## src/dbam_pkg.sv

```systemverilog
// dbam_pkg: command, status and controller state codes for the disk block availability map
// fixed field widths of the item payloads
// no dependencies
package dbam_pkg;

  localparam int CMD_W    = 3;
  localparam int TRACK_W  = 7;
  localparam int SECTOR_W = 6;
  localparam int STATUS_W = 3;
  localparam int TOTAL_W  = 12;
  localparam int CNT_W    = 6;
  localparam int IN_W     = 16;
  localparam int OUT_W    = 32;

  localparam logic [CNT_W-1:0] CNT_MAX = '1;

  typedef enum logic [CMD_W-1:0] {
    CMD_ALLOC  = 3'd0,
    CMD_FREE   = 3'd1,
    CMD_FIND   = 3'd2,
    CMD_COUNT  = 3'd3,
    CMD_FORMAT = 3'd4
  } cmd_t;

  typedef enum logic [STATUS_W-1:0] {
    STS_OK      = 3'd0,
    STS_USED    = 3'd1,
    STS_FREE    = 3'd2,
    STS_NOFREE  = 3'd3,
    STS_DIRERR  = 3'd4,
    STS_BADADDR = 3'd5
  } status_t;

  typedef enum logic [2:0] {
    S_IDLE,
    S_RMW,
    S_SIMPLE,
    S_GROUP,
    S_PICK,
    S_LOOKUP,
    S_LOWBIT
  } state_t;

endpackage

```

## src/disk_block_availability_map.sv

```systemverilog
// disk_block_availability_map: per-track free bitmaps and counts in one synchronous memory,
// read-modify-write controller, two-level search for the first free block
// depends on dbam_pkg
//
// channel   dir  handshake                     payload
// s_axis    in   s_axis_tvalid/s_axis_tready   cmd, track, sector
// m_axis    out  m_axis_tvalid/m_axis_tready   status, found_track, found_sector, free_total
//
// one item at a time: allocate and free read the memory, then modify and write it back;
// find free goes through a group scan of the nonzero flags, pick, memory read, byte scan and select;
// count, format, bad address and unknown commands go straight to their result step
// the result sits in an output register; the next item is taken while it waits there
// reset and format clear the per-track valid flags at once, so no clearing pass is needed
// a final step stalls only while the output register is still full
module disk_block_availability_map #(
  parameter int NUM_TRACKS        = 80,
  parameter int SECTORS_PER_TRACK = 40,
  parameter int DIRECTORY_TRACK   = 40
) (
  input  logic                        clk,
  input  logic                        rst,
  input  logic                        s_axis_tvalid,
  output logic                        s_axis_tready,
  input  logic [dbam_pkg::IN_W-1:0]   s_axis_tdata,   // cmd[2:0], track[9:3], sector[15:10]
  output logic                        m_axis_tvalid,
  input  logic                        m_axis_tready,
  output logic [dbam_pkg::OUT_W-1:0]  m_axis_tdata    // status[2:0], found_track[9:3],
                                                      // found_sector[15:10], free_total[27:16]
);

  localparam int N     = NUM_TRACKS;
  localparam int S     = SECTORS_PER_TRACK;
  localparam int D     = DIRECTORY_TRACK;
  localparam int CW    = dbam_pkg::CNT_W;
  localparam int AW    = $clog2(N);
  localparam int SIW   = $clog2(S);
  localparam int MW    = S + CW;
  localparam int NB    = (D - 1 < N) ? D - 1 : N;
  localparam int NPOS  = (D <= N) ? N - 1 : N;
  localparam int NGRP  = (NPOS + 7) / 8;
  localparam int NBYTE = (S + 7) / 8;
  localparam int RESET_SUM = NPOS * S;
  localparam logic [S-1:0] FULL = '1;

  // item fields
  logic [dbam_pkg::CMD_W-1:0]    in_cmd;
  logic [dbam_pkg::TRACK_W-1:0]  in_trk;
  logic [dbam_pkg::SECTOR_W-1:0] in_sec;
  logic                          in_acc;
  logic                          in_addr_ok;

  assign in_cmd = s_axis_tdata[2:0];
  assign in_trk = s_axis_tdata[9:3];
  assign in_sec = s_axis_tdata[15:10];
  assign in_acc = s_axis_tvalid && s_axis_tready;
  assign in_addr_ok = (in_trk != '0) && (int'(in_trk) <= N) && (int'(in_sec) < S);

  dbam_pkg::state_t state, state_next;

  logic [dbam_pkg::CMD_W-1:0]    cmd_q;
  logic [dbam_pkg::TRACK_W-1:0]  trk_q;
  logic [dbam_pkg::SECTOR_W-1:0] sec_q;
  logic                          bad_q;

  logic [N-1:0]                  vld;
  logic [N-1:0]                  nz;
  logic [dbam_pkg::TOTAL_W-1:0]  free_sum;

  // track memory: {count, bitmap}
  logic [MW-1:0] mem [N];
  logic [MW-1:0] rd_data;
  logic [AW-1:0] rd_addr;
  logic          rd_vld;
  logic          mem_re;
  logic [AW-1:0] mem_ra;
  logic          mem_we;
  logic [AW-1:0] mem_wa;
  logic [MW-1:0] mem_wd;

  always_ff @(posedge clk) begin
    if (mem_we) begin
      mem[mem_wa] <= mem_wd;
    end
    if (mem_re) begin
      rd_data <= mem[mem_ra];
      rd_addr <= mem_ra;
      rd_vld  <= vld[mem_ra];
    end
  end

  // entry as seen through the valid flag
  logic          rd_is_dir;
  logic [S-1:0]  eff_bm;
  logic [CW-1:0] eff_cnt;

  assign rd_is_dir = (int'(rd_addr) + 1 == D);
  assign eff_bm  = rd_vld ? rd_data[S-1:0] : (rd_is_dir ? (FULL & ~S'(7)) : FULL);
  assign eff_cnt = rd_vld ? rd_data[MW-1:S] : (rd_is_dir ? CW'(S - 3) : CW'(S));

  // nonzero flags in search order
  logic [NPOS-1:0]     ord;
  logic [NGRP*8-1:0]   ord_pad;

  for (genvar t = 1; t <= N; t++) begin : g_ord
    if (t < D) begin : g_lo
      assign ord[NB - t] = nz[t-1];
    end else if (t > D) begin : g_hi
      assign ord[NB + t - D - 1] = nz[t-1];
    end
  end
  assign ord_pad = (NGRP*8)'(ord);

  logic [NGRP-1:0] grp_any, grp_any_c;
  logic [2:0]      grp_idx [NGRP];
  logic [2:0]      grp_idx_c [NGRP];

  always_comb begin
    for (int g = 0; g < NGRP; g++) begin
      grp_any_c[g] = 1'b0;
      grp_idx_c[g] = '0;
      for (int j = 7; j >= 0; j--) begin
        if (ord_pad[g*8 + j]) begin
          grp_any_c[g] = 1'b1;
          grp_idx_c[g] = 3'(j);
        end
      end
    end
  end

  logic                         pick_any;
  logic [7:0]                   pick_pos;
  logic [dbam_pkg::TRACK_W-1:0] pick_trk;

  always_comb begin
    pick_any = 1'b0;
    pick_pos = '0;
    for (int g = NGRP - 1; g >= 0; g--) begin
      if (grp_any[g]) begin
        pick_any = 1'b1;
        pick_pos = 8'(g * 8) + 8'(grp_idx[g]);
      end
    end
    if (int'(pick_pos) < NB) begin
      pick_trk = 7'(NB - int'(pick_pos));
    end else begin
      pick_trk = 7'(int'(pick_pos) - NB + D + 1);
    end
  end

  logic                         fnd_any;
  logic [dbam_pkg::TRACK_W-1:0] fnd_trk;

  // lowest free sector, byte groups
  logic [NBYTE*8-1:0] bm_pad;
  logic [NBYTE-1:0]   byte_any, byte_any_c;
  logic [2:0]         byte_idx [NBYTE];
  logic [2:0]         byte_idx_c [NBYTE];

  assign bm_pad = (NBYTE*8)'(eff_bm);

  always_comb begin
    for (int b = 0; b < NBYTE; b++) begin
      byte_any_c[b] = 1'b0;
      byte_idx_c[b] = '0;
      for (int j = 7; j >= 0; j--) begin
        if (bm_pad[b*8 + j]) begin
          byte_any_c[b] = 1'b1;
          byte_idx_c[b] = 3'(j);
        end
      end
    end
  end

  logic                          low_any;
  logic [dbam_pkg::SECTOR_W-1:0] low_sec;

  always_comb begin
    low_any = 1'b0;
    low_sec = '0;
    for (int b = NBYTE - 1; b >= 0; b--) begin
      if (byte_any[b]) begin
        low_any = 1'b1;
        low_sec = 6'(b * 8) + 6'(byte_idx[b]);
      end
    end
  end

  // read-modify-write of one track entry
  logic          bit_free;
  logic          is_alloc;
  logic          rmw_ok;
  logic [S-1:0]  sec_bit;
  logic [S-1:0]  new_bm;
  logic [CW-1:0] new_cnt;
  logic          cnt_moved;

  assign is_alloc = (cmd_q == dbam_pkg::CMD_ALLOC);
  assign sec_bit  = S'(1) << sec_q[SIW-1:0];
  assign bit_free = eff_bm[sec_q[SIW-1:0]];
  assign rmw_ok   = is_alloc ? bit_free : !bit_free;

  always_comb begin
    if (is_alloc) begin
      new_bm    = eff_bm & ~sec_bit;
      cnt_moved = (eff_cnt != '0);
      new_cnt   = cnt_moved ? eff_cnt - CW'(1) : eff_cnt;
    end else begin
      new_bm    = eff_bm | sec_bit;
      cnt_moved = (eff_cnt != dbam_pkg::CNT_MAX);
      new_cnt   = cnt_moved ? eff_cnt + CW'(1) : eff_cnt;
    end
  end

  // controller
  logic                          res_ld;
  logic                          res_room;
  dbam_pkg::status_t             res_status;
  logic [dbam_pkg::TRACK_W-1:0]  res_trk;
  logic [dbam_pkg::SECTOR_W-1:0] res_sec;
  logic [dbam_pkg::TOTAL_W-1:0]  sum_next;
  logic                          fmt_ld;

  assign res_room = !m_axis_tvalid || m_axis_tready;

  always_comb begin
    state_next    = state;
    s_axis_tready = 1'b0;
    res_ld        = 1'b0;
    res_status    = dbam_pkg::STS_OK;
    res_trk       = '0;
    res_sec       = '0;
    sum_next      = free_sum;
    fmt_ld        = 1'b0;
    mem_re        = 1'b0;
    mem_ra        = AW'(in_trk - 7'd1);
    mem_we        = 1'b0;
    mem_wa        = AW'(trk_q - 7'd1);
    mem_wd        = {new_cnt, new_bm};
    unique case (state)
      dbam_pkg::S_IDLE: begin
        s_axis_tready = 1'b1;
        if (in_acc) begin
          unique case (in_cmd)
            dbam_pkg::CMD_ALLOC, dbam_pkg::CMD_FREE: begin
              mem_re     = in_addr_ok;
              state_next = in_addr_ok ? dbam_pkg::S_RMW : dbam_pkg::S_SIMPLE;
            end
            dbam_pkg::CMD_FIND: state_next = dbam_pkg::S_GROUP;
            default:            state_next = dbam_pkg::S_SIMPLE;
          endcase
        end
      end
      dbam_pkg::S_RMW: begin
        res_status = rmw_ok ? dbam_pkg::STS_OK
                   : (is_alloc ? dbam_pkg::STS_USED : dbam_pkg::STS_FREE);
        if (rmw_ok && cnt_moved && int'(trk_q) != D) begin
          sum_next = is_alloc ? free_sum - 12'd1 : free_sum + 12'd1;
        end
        if (res_room) begin
          res_ld     = 1'b1;
          mem_we     = rmw_ok;
          state_next = dbam_pkg::S_IDLE;
        end
      end
      dbam_pkg::S_SIMPLE: begin
        res_status = bad_q ? dbam_pkg::STS_BADADDR : dbam_pkg::STS_OK;
        if (cmd_q == dbam_pkg::CMD_FORMAT && !bad_q) begin
          sum_next = dbam_pkg::TOTAL_W'(RESET_SUM);
        end
        if (res_room) begin
          res_ld     = 1'b1;
          fmt_ld     = (cmd_q == dbam_pkg::CMD_FORMAT) && !bad_q;
          state_next = dbam_pkg::S_IDLE;
        end
      end
      dbam_pkg::S_GROUP: state_next = dbam_pkg::S_PICK;
      dbam_pkg::S_PICK: begin
        mem_re     = pick_any;
        mem_ra     = AW'(pick_trk - 7'd1);
        state_next = dbam_pkg::S_LOOKUP;
      end
      dbam_pkg::S_LOOKUP: state_next = dbam_pkg::S_LOWBIT;
      dbam_pkg::S_LOWBIT: begin
        if (!fnd_any) begin
          res_status = dbam_pkg::STS_NOFREE;
        end else if (!low_any) begin
          res_status = dbam_pkg::STS_DIRERR;
        end else begin
          res_trk = fnd_trk;
          res_sec = low_sec;
        end
        if (res_room) begin
          res_ld     = 1'b1;
          state_next = dbam_pkg::S_IDLE;
        end
      end
      default: state_next = dbam_pkg::S_IDLE;
    endcase
  end

  always_ff @(posedge clk) begin
    if (rst) begin
      state <= dbam_pkg::S_IDLE;
    end else begin
      state <= state_next;
    end
  end

  always_ff @(posedge clk) begin
    if (rst) begin
      vld           <= '0;
      nz            <= '1;
      free_sum      <= dbam_pkg::TOTAL_W'(RESET_SUM);
      m_axis_tvalid <= 1'b0;
    end else begin
      if (res_ld) begin
        m_axis_tvalid <= 1'b1;
        free_sum      <= sum_next;
      end else if (m_axis_tready) begin
        m_axis_tvalid <= 1'b0;
      end
      if (mem_we) begin
        vld[mem_wa] <= 1'b1;
        nz[mem_wa]  <= (new_cnt != '0);
      end
      if (fmt_ld) begin
        vld <= '0;
        nz  <= '1;
      end
    end
  end

  always_ff @(posedge clk) begin
    if (in_acc) begin
      cmd_q <= in_cmd;
      trk_q <= in_trk;
      sec_q <= in_sec;
      bad_q <= (in_cmd == dbam_pkg::CMD_ALLOC || in_cmd == dbam_pkg::CMD_FREE) && !in_addr_ok;
    end
    if (state == dbam_pkg::S_GROUP) begin
      grp_any <= grp_any_c;
      grp_idx <= grp_idx_c;
    end
    if (state == dbam_pkg::S_PICK) begin
      fnd_any <= pick_any;
      fnd_trk <= pick_trk;
    end
    if (state == dbam_pkg::S_LOOKUP) begin
      byte_any <= byte_any_c;
      byte_idx <= byte_idx_c;
    end
    if (res_ld) begin
      m_axis_tdata <= {4'b0, sum_next, res_sec, res_trk, res_status};
    end
  end

  // sum of free counts never grows past the fresh map
  a_sum_bound: assert property (@(posedge clk) disable iff (rst)
    int'(free_sum) <= RESET_SUM)
    else $error("free sum above fresh map total");

  // format drops every stored entry back to its fresh value
  a_fmt_clear: assert property (@(posedge clk) disable iff (rst)
    fmt_ld |=> (vld == '0) && (nz == '1))
    else $error("format left stored entries valid");

  // nonzero flag follows the count written back
  a_nz_track: assert property (@(posedge clk) disable iff (rst)
    mem_we |=> nz[$past(mem_wa)] == ($past(mem_wd[MW-1:S]) != '0))
    else $error("nonzero flag out of step with track count");

  // a found sector lies on the track
  a_find_sec: assert property (@(posedge clk) disable iff (rst)
    (res_ld && state == dbam_pkg::S_LOWBIT && res_status == dbam_pkg::STS_OK)
      |-> (int'(res_sec) < S) && (res_trk != '0) && (int'(res_trk) != D))
    else $error("find result outside track");

  // no write-back outside a completing modify step
  a_we_rmw: assert property (@(posedge clk) disable iff (rst)
    mem_we |-> res_ld && state == dbam_pkg::S_RMW)
    else $error("track memory written without a result");

endmodule
```

## config.mk

```make
export PLATFORM = sky130hd
export DESIGN_NAME = disk_block_availability_map
export DESIGN_NICKNAME = d
export VERILOG_FILES = /design/src/dbam_pkg.sv /design/src/disk_block_availability_map.sv
export SDC_FILE = /design/constraint.sdc
export NUM_CORES = 2
export LEC_CHECK = 0
export ABC_CLOCK_PERIOD_IN_PS = 12900
export BUFFER_PORTS_ARGS = -buffer_cell sky130_fd_sc_hd__buf_2
export CAP_MARGIN = 20
export CORE_MARGIN = 1.5
export CORE_UTILIZATION = 25
export DETAILED_ROUTE_END_ITERATION = 16
export PLACE_DENSITY = 0.43
export SKIP_CTS_REPAIR_TIMING = 1
export SLEW_MARGIN = 10
export SYNTH_ARGS = -nofsm -noshare
export SYNTH_HDL_FRONTEND = slang
export SYNTH_SLANG_ARGS = --single-unit
```

## constraint.sdc

```tcl
create_clock -name clk -period 12.9 [get_ports clk]
set_input_delay 0.645 -clock clk [delete_from_list [all_inputs] [get_ports clk]]
set_output_delay 0.645 -clock clk [all_outputs]
set_load 0.02 [all_outputs]
```

======== After elaboration in Yosys (flattened, before gate mapping) ========
Memories as Yosys holds them, arrays and structs flattened. A register that Yosys moved wholly into a read port is not among the register bits.
Cells that the tools add are included.
storage, ports and cells
  RAM bits ................................ 3680
  register bits after elaboration ......... 297
  output and inout port bits .............. 34
  memories kept ........................... 1
  logic and storage cells ................. 400
  bits of input ports ..................... 20
operators by class
  shifts and indexed selects .............. 1
  order comparisons ....................... 7
  reductions and logical operators ........ 72
  equal/unequal tests ..................... 14
  muxes and demuxes ....................... 197
  add/sub/neg operators ................... 25
  bitwise logic cells ..................... 7
memories
  name  depth  width  read ports  clocked after memory_dff  write ports  RTL line                           source
  mem   80     46     1           1                         1            disk_block_availability_map.sv:70  logic [MW-1:0] mem [N];
operator list
  kind                    number
  $mux W3                 66
  $reduce_or A7 Y1        14
  $bwmux W80              1
  $mux W40                2
  $mux W8                 10
  $or A80 B80 Y80         1
  $mux W2                 33
  $reduce_or A4 Y1        16
  $mux W1                 63
  $mux W6                 8
  $and A40 B40 Y40        1
  $not A40 Y40            1
  $or A40 B40 Y40         1
  $shl A1 B6 Y40 const A  1
  $mux W12                3
  $reduce_or A2 Y1        17
  $add A6 B3 Y7 const A   4
  $add A5 B3 Y6 const A   4
  $pmux W12 S2            1
  $sub A7 B1 Y7 const B   3
  $add A7 B3 Y8 const A   2
  $lt A7 B8 Y1 const B    2
  $pmux W3 S5             1
  $mux W7                 2
  43 further kinds        66

======== Logic depth before layout (Yosys ltp) ========
  depth after elaboration ................. 19
  depth in mapped cells ................... 30
  mapped depth without buffers ............ 20

======== Worst setup path before layout ========
OpenSTA, ideal clock, no wires.
  kind .................................... reg-to-reg
  start point ............................. register grp_any[3]
  end point ............................... register rd_data[34], read port of mem, data pin
  arrival ................................. 5.967 ns
  data required time ...................... 12.637 ns
  setup slack ............................. 6.669 ns
  path buffers ............................ 9
  clock period less this slack ............ 6.231 ns
  setup time .............................. 0.263 ns
  cell stages (with the launch flop) ...... 26
  cell sequence ........................... edfxtp_1 > or2_1 > o311a_1 > a211o_1 > a21oi_1 > mux2_2 > mux2_4 > inv_4 > buf_4 > buf_4 > buf_4 > buf_4 > buf_2 > ha_1 > nand2_1 > a211o_1 > a211o_1 > o2111a_1 > buf_2 > inv_2 > buf_4 > buf_2 > buf_1 > mux4_2 > a221oi_1 > a21oi_1
on the way
  cells in the longest elaborated chain, start to end .. 10
  elaborated cells between the ends (all ways) .. 17
  classes of those cells .................. 5 x add/sub; 1 x order compare; 11 x mux
RTL lines
  element                    RTL line                            source
  from (decl)                disk_block_availability_map.sv:113  logic [NGRP-1:0] grp_any, grp_any_c;
  from (signal assigned)     disk_block_availability_map.sv:341  grp_any <= grp_any_c;
  $mux W8 (*) (4 in series)  disk_block_availability_map.sv:138  if (grp_any[g]) begin
  $sub A7 B6 Y7              disk_block_availability_map.sv:146  pick_trk = 7'(int'(pick_pos) - NB + D + 1);
  $add A7 B7 Y7              disk_block_availability_map.sv:146
  $add A7 B2 Y7              disk_block_availability_map.sv:146
  $mux W7 (*)                disk_block_availability_map.sv:143  if (int'(pick_pos) < NB) begin
  net pick_trk (one bit)     disk_block_availability_map.sv:132  logic [dbam_pkg::TRACK_W-1:0] pick_trk;
  $sub A7 B1 Y7 (*)          disk_block_availability_map.sv:279  mem_ra = AW'(pick_trk - 7'd1);
  $mux W7 (*)                disk_block_availability_map.sv:239  unique case (state)
  to (decl)                  disk_block_availability_map.sv:71   logic [MW-1:0] rd_data;
The timed path passes the listed nets; every way through them passes the cells marked *.
A chain may end at the register's enable or synchronous reset.

======== Worst setup path in the final report ========
  start point ............................. register grp_any[2]
  end point ............................... register rd_data[7], read port of mem, data pin
on the way
  cells in the longest elaborated chain, start to end .. 9
  elaborated cells between the ends (all ways) .. 15
  classes of those cells .................. 5 x add/sub; 1 x order compare; 9 x mux
RTL lines
  element                    RTL line
  $mux W8 (*) (3 in series)  disk_block_availability_map.sv:138
  $sub A7 B6 Y7              disk_block_availability_map.sv:146
  $add A7 B7 Y7              disk_block_availability_map.sv:146
  $add A7 B2 Y7              disk_block_availability_map.sv:146
  $mux W7 (*)                disk_block_availability_map.sv:143
  net pick_trk (one bit)     disk_block_availability_map.sv:132
  $sub A7 B1 Y7 (*)          disk_block_availability_map.sv:279
  $mux W7 (*)                disk_block_availability_map.sv:239
Marked as above.

==> impl_metrics.csv <==
group,metric,value,unit
yosys,syn_inst,8319,
sta,setup_viol,0,
sta,tns,0,ns
die,die_w,796.1,um
place,dp_hpwl,272.8,mm
clocking,cts.clk_slew.worst_paths,0.06,ns
yosys,synth_edf_count,3847,
sta,rsz0062_at_grt,"no",
yosys,synth_warnings,0,
place,placed_cell_area,169700,um^2
detailed_routing,ant_nets,0,
clocking,clk_latency,1.03,ns
yosys,synth_top_area_cell,"edfxtp_1",
critical_path,slowest_delay,0.85,ns
detailed_routing,dr.first_iter.drc_count,9381,
clocking,cts_tree,"yes",
sta,maxSlewViolCount,0,
sta,relSlewSlack,22.44,%
global_routing,grt_overflow_total,0,
detailed_routing,post_drt_via_cell_ratio,4.847,
critical_path,cp_slowest_cell,"buf_4",
yosys,syn_area_per_cell,18.90,um^2
critical_path,crit_family,"buffers and inverters",
yosys,synth_flop_cell,"edfxtp_1",
critical_path,cp.required,13.61,ns
final_layout,fin_area,183400,um^2
critical_path,ff2ff_path_depth,16,
die,die_h,796.1,um
global_routing,grt_pass1_vias,85418,
critical_path,start_kind,"flop",
detailed_routing,wl_per_cell,29.05,um
clocking,cts_buffers,430,
critical_path,crit_fanout,94,
clocking,h-tree-depth,5,
yosys,synth_cell_type_count,79,
clocking,cts-root-buf,"clkbuf_16",
detailed_routing,dr.pass1.iters,6,
job,cap_violations,0,
sta,fin_skew,0.06397,ns
sta,hold_viol,0,
critical_path,cp-end-kind,"flop",
die,fp-row-count,291,
yosys,synthTopCellsByArea,"edfxtp_1 73%, mux4_2 13%, dfxtp_1 2.2%, nand2_1 2.1%, mux2i_1 0.87%",
critical_path,crit_cells,16,
final_layout,fin_nets,8669,
die,dieArea,633800,um^2
global_routing,grt_max_degree,137,
yosys,synthMostInstantiatedCell,"edfxtp_1",
sta,fmax,128.8,MHz
die,initial_utilization,25.07,%
yosys,yosysTopAreaCellShare,73.46,%
yosys,synth_commonest_cells,"3847 x edfxtp_1, 888 x nand2_1, 884 x mux4_2",
global_routing,grt.total_usage,15.38,%
pwr,p_leak,0.05613,uW
yosys,syn_area,157200,um^2
place,dp.cells,16524,
final_layout,post_route_cells_drive_above_1_share,22.47,%
place,port_buffers,49,
pwr,ir_drop,110.1,uV
min_path,holdCritPathClass,"in -> reg",
pwr,power_density,153.3,nW/um^2
sta,period_share,60.18,%
place,place.gp.congestion,0.8384,
clocking,clock_sinks,4022,
critical_path,worstPathArrival,8.48,ns
global_routing,grt_pass1_wl,695.1,mm
sta,worst_slew_pin_slew,1.160,ns
yosys,async_reset_ff_share,0,%
critical_path,critPathKind,"reg -> reg",
detailed_routing,wl,503.4,mm
detailed_routing,vias,83994,
yosys,ys_ff_latch,4022,
die,io_pins,54,
pwr,totalPowerFinal,28120,uW
sta,post-route-min-period,7.763,ns
clocking,clk_path_buf_depth,4,
die,core_region_area,627300,um^2
final_layout,syn2layout_area_growth,16.63,%
sta,worst_slack,5.137,ns
critical_path,worst-path-buf-inv,5,
global_routing,antenna_found_initial,20,
min_path,min_path_cells,2,
status,status,"finished clean",
place,place_ws,5.003,ns
yosys,ys_seq_area_share,75.69,%
detailed_routing,drcViolationCount,0,
critical_path,crit_chain,"or2_1 > o311a_1 > or3_1 > o31ai_1 > buf_4 > mux2_2 > mux2_8 > inv_16 > ha_4 > inv_8 > buf_12 > buf_4 > mux4_2 > mux4_2 > a22oi_1 > o211ai_1",
final_layout,fin_cells,17328,
## cells by family (layout without fill, tap and decap cells)
family	Yosys count	in the layout	share of synthesized area (%)
buffers and inverters	570	1221	1.644
AND/OR/NAND/NOR	1698	1698	4.682
XOR/XNOR	28	28	0.1560
other	1	9	0.002385
AO/OA/AOI/OAI	953	953	4.081
adder cells (fa/ha/maj)	21	21	0.1719
flip-flops	4022	4022	75.69
multiplexers	1026	1026	13.57
## worst paths after layout
kind / start / endpoint / slack [ns]
setup / recovery: grp_any[2]$_SDFFCE_PP1P_ / rd_data[7]$_DFFE_PP_ / 5.14
hold reg to reg: vld[59]$_SDFFE_PP0P_ / vld[59]$_SDFFE_PP0P_ / 0.46
setup reg to reg: grp_any[2]$_SDFFCE_PP1P_ / rd_data[7]$_DFFE_PP_ / 5.14
hold / removal: rst / m_axis_tvalid$_SDFFE_PP0P_ / 0.04
## routing by layer
metal  vias to the layer above  global-route usage (%)  part of all wire [%]
met5                         -                       0                0.0026
li1                      34515                       -                     -
met1                     46131                   21.82                    45
met4                         2                   3.797                   2.6
met3                       637                   1.838                   5.3
met2                      2709                   25.16                    47
## flip-flops by register name, summed over array words and instances, names as in the netlist, 3 cells and up
signal        cells
fnd_trk           7
mem            3680
free_sum         12
rd_data          46
grp_any          10
state             3
m_axis_tdata     28
nz               79
vld              80
byte_idx         15
trk_q             7
sec_q             6
grp_idx          30
byte_any          5
cmd_q             3
rd_addr           7
## cells in the final DEF, fill, tap and decap left out, types with 20 or more instances in the layout
| master | Yosys | routed |
|---|---|---|
| nand3_1 | 147 | 144 |
| a31oi_4 | 0 | 40 |
| nor4_1 | 35 | 32 |
| clkinv_2 | 0 | 77 |
| buf_2 | 132 | 50 |
| clkbuf_1 | 281 | 86 |
| nand2b_1 | 20 | 20 |
| o21ai_0 | 107 | 106 |
| nor2_1 | 315 | 230 |
| a221oi_1 | 111 | 111 |
| buf_4 | 50 | 301 |
| a21oi_1 | 254 | 252 |
| nand4_1 | 25 | 25 |
| nor2b_1 | 25 | 25 |
| dfxtp_1 | 175 | 175 |
| nor3_1 | 102 | 100 |
| and3_1 | 64 | 64 |
| a22oi_1 | 27 | 27 |
| nor2_4 | 0 | 84 |
| mux2i_1 | 137 | 137 |
| inv_1 | 48 | 44 |
| clkbuf_16 | 0 | 435 |
| o211ai_1 | 27 | 27 |
| a31oi_1 | 117 | 77 |
| edfxtp_1 | 3847 | 3847 |
| clkinv_1 | 1 | 115 |
| bufinv_16 | 0 | 30 |
| a311oi_1 | 73 | 73 |
| o21a_1 | 84 | 84 |
| a211oi_1 | 32 | 32 |
| mux4_2 | 884 | 884 |
| or3_1 | 21 | 20 |
| nand2_1 | 888 | 887 |
## through the flow
step | util, % | hold slack [ns]
3_3_place_gp | 27.03 | 0.4408
6_report | 29.23 | 0.04443
5_1_grt | 29.23 | 0.009512
2_1_floorplan | - | 0.4354
3_5_place_dp | 27.05 | 0.4484
4_1_cts | 29.19 | -0.2559
## final cells by class
cell class / count / area (um^2)
Sequential cell: 4022 / 119000
Clock inverter: 250 / 2117
Tap cell: 8350 / 10450
Fill cell: 61297 / 444000
Inverter: 54 / 242.7
Antenna cell: 5 / 12.51
Multi-Input combinational cell: 3730 / 37120
Timing Repair Buffer: 390 / 3137
Clock buffer: 527 / 11290
## report_power, final
group          switching (uW)  internal, uW
sequential               23.4         14200
combinational            1210           676
clock                    5200          6790
total                    6430         21700
## worst register-to-register path: cells and delay by family (launching register included)
family | cells | cell delay [ns]
buffers and inverters | 5 | 2.72
AND/OR/NAND/NOR | 2 | 0.66
adder cells (fa/ha/maj) | 1 | 0.47
multiplexers | 4 | 1.70
flip-flops | 1 | 0.52
AO/OA/AOI/OAI | 4 | 1.39
No activity file was read; power rests on OpenSTA's default activity.
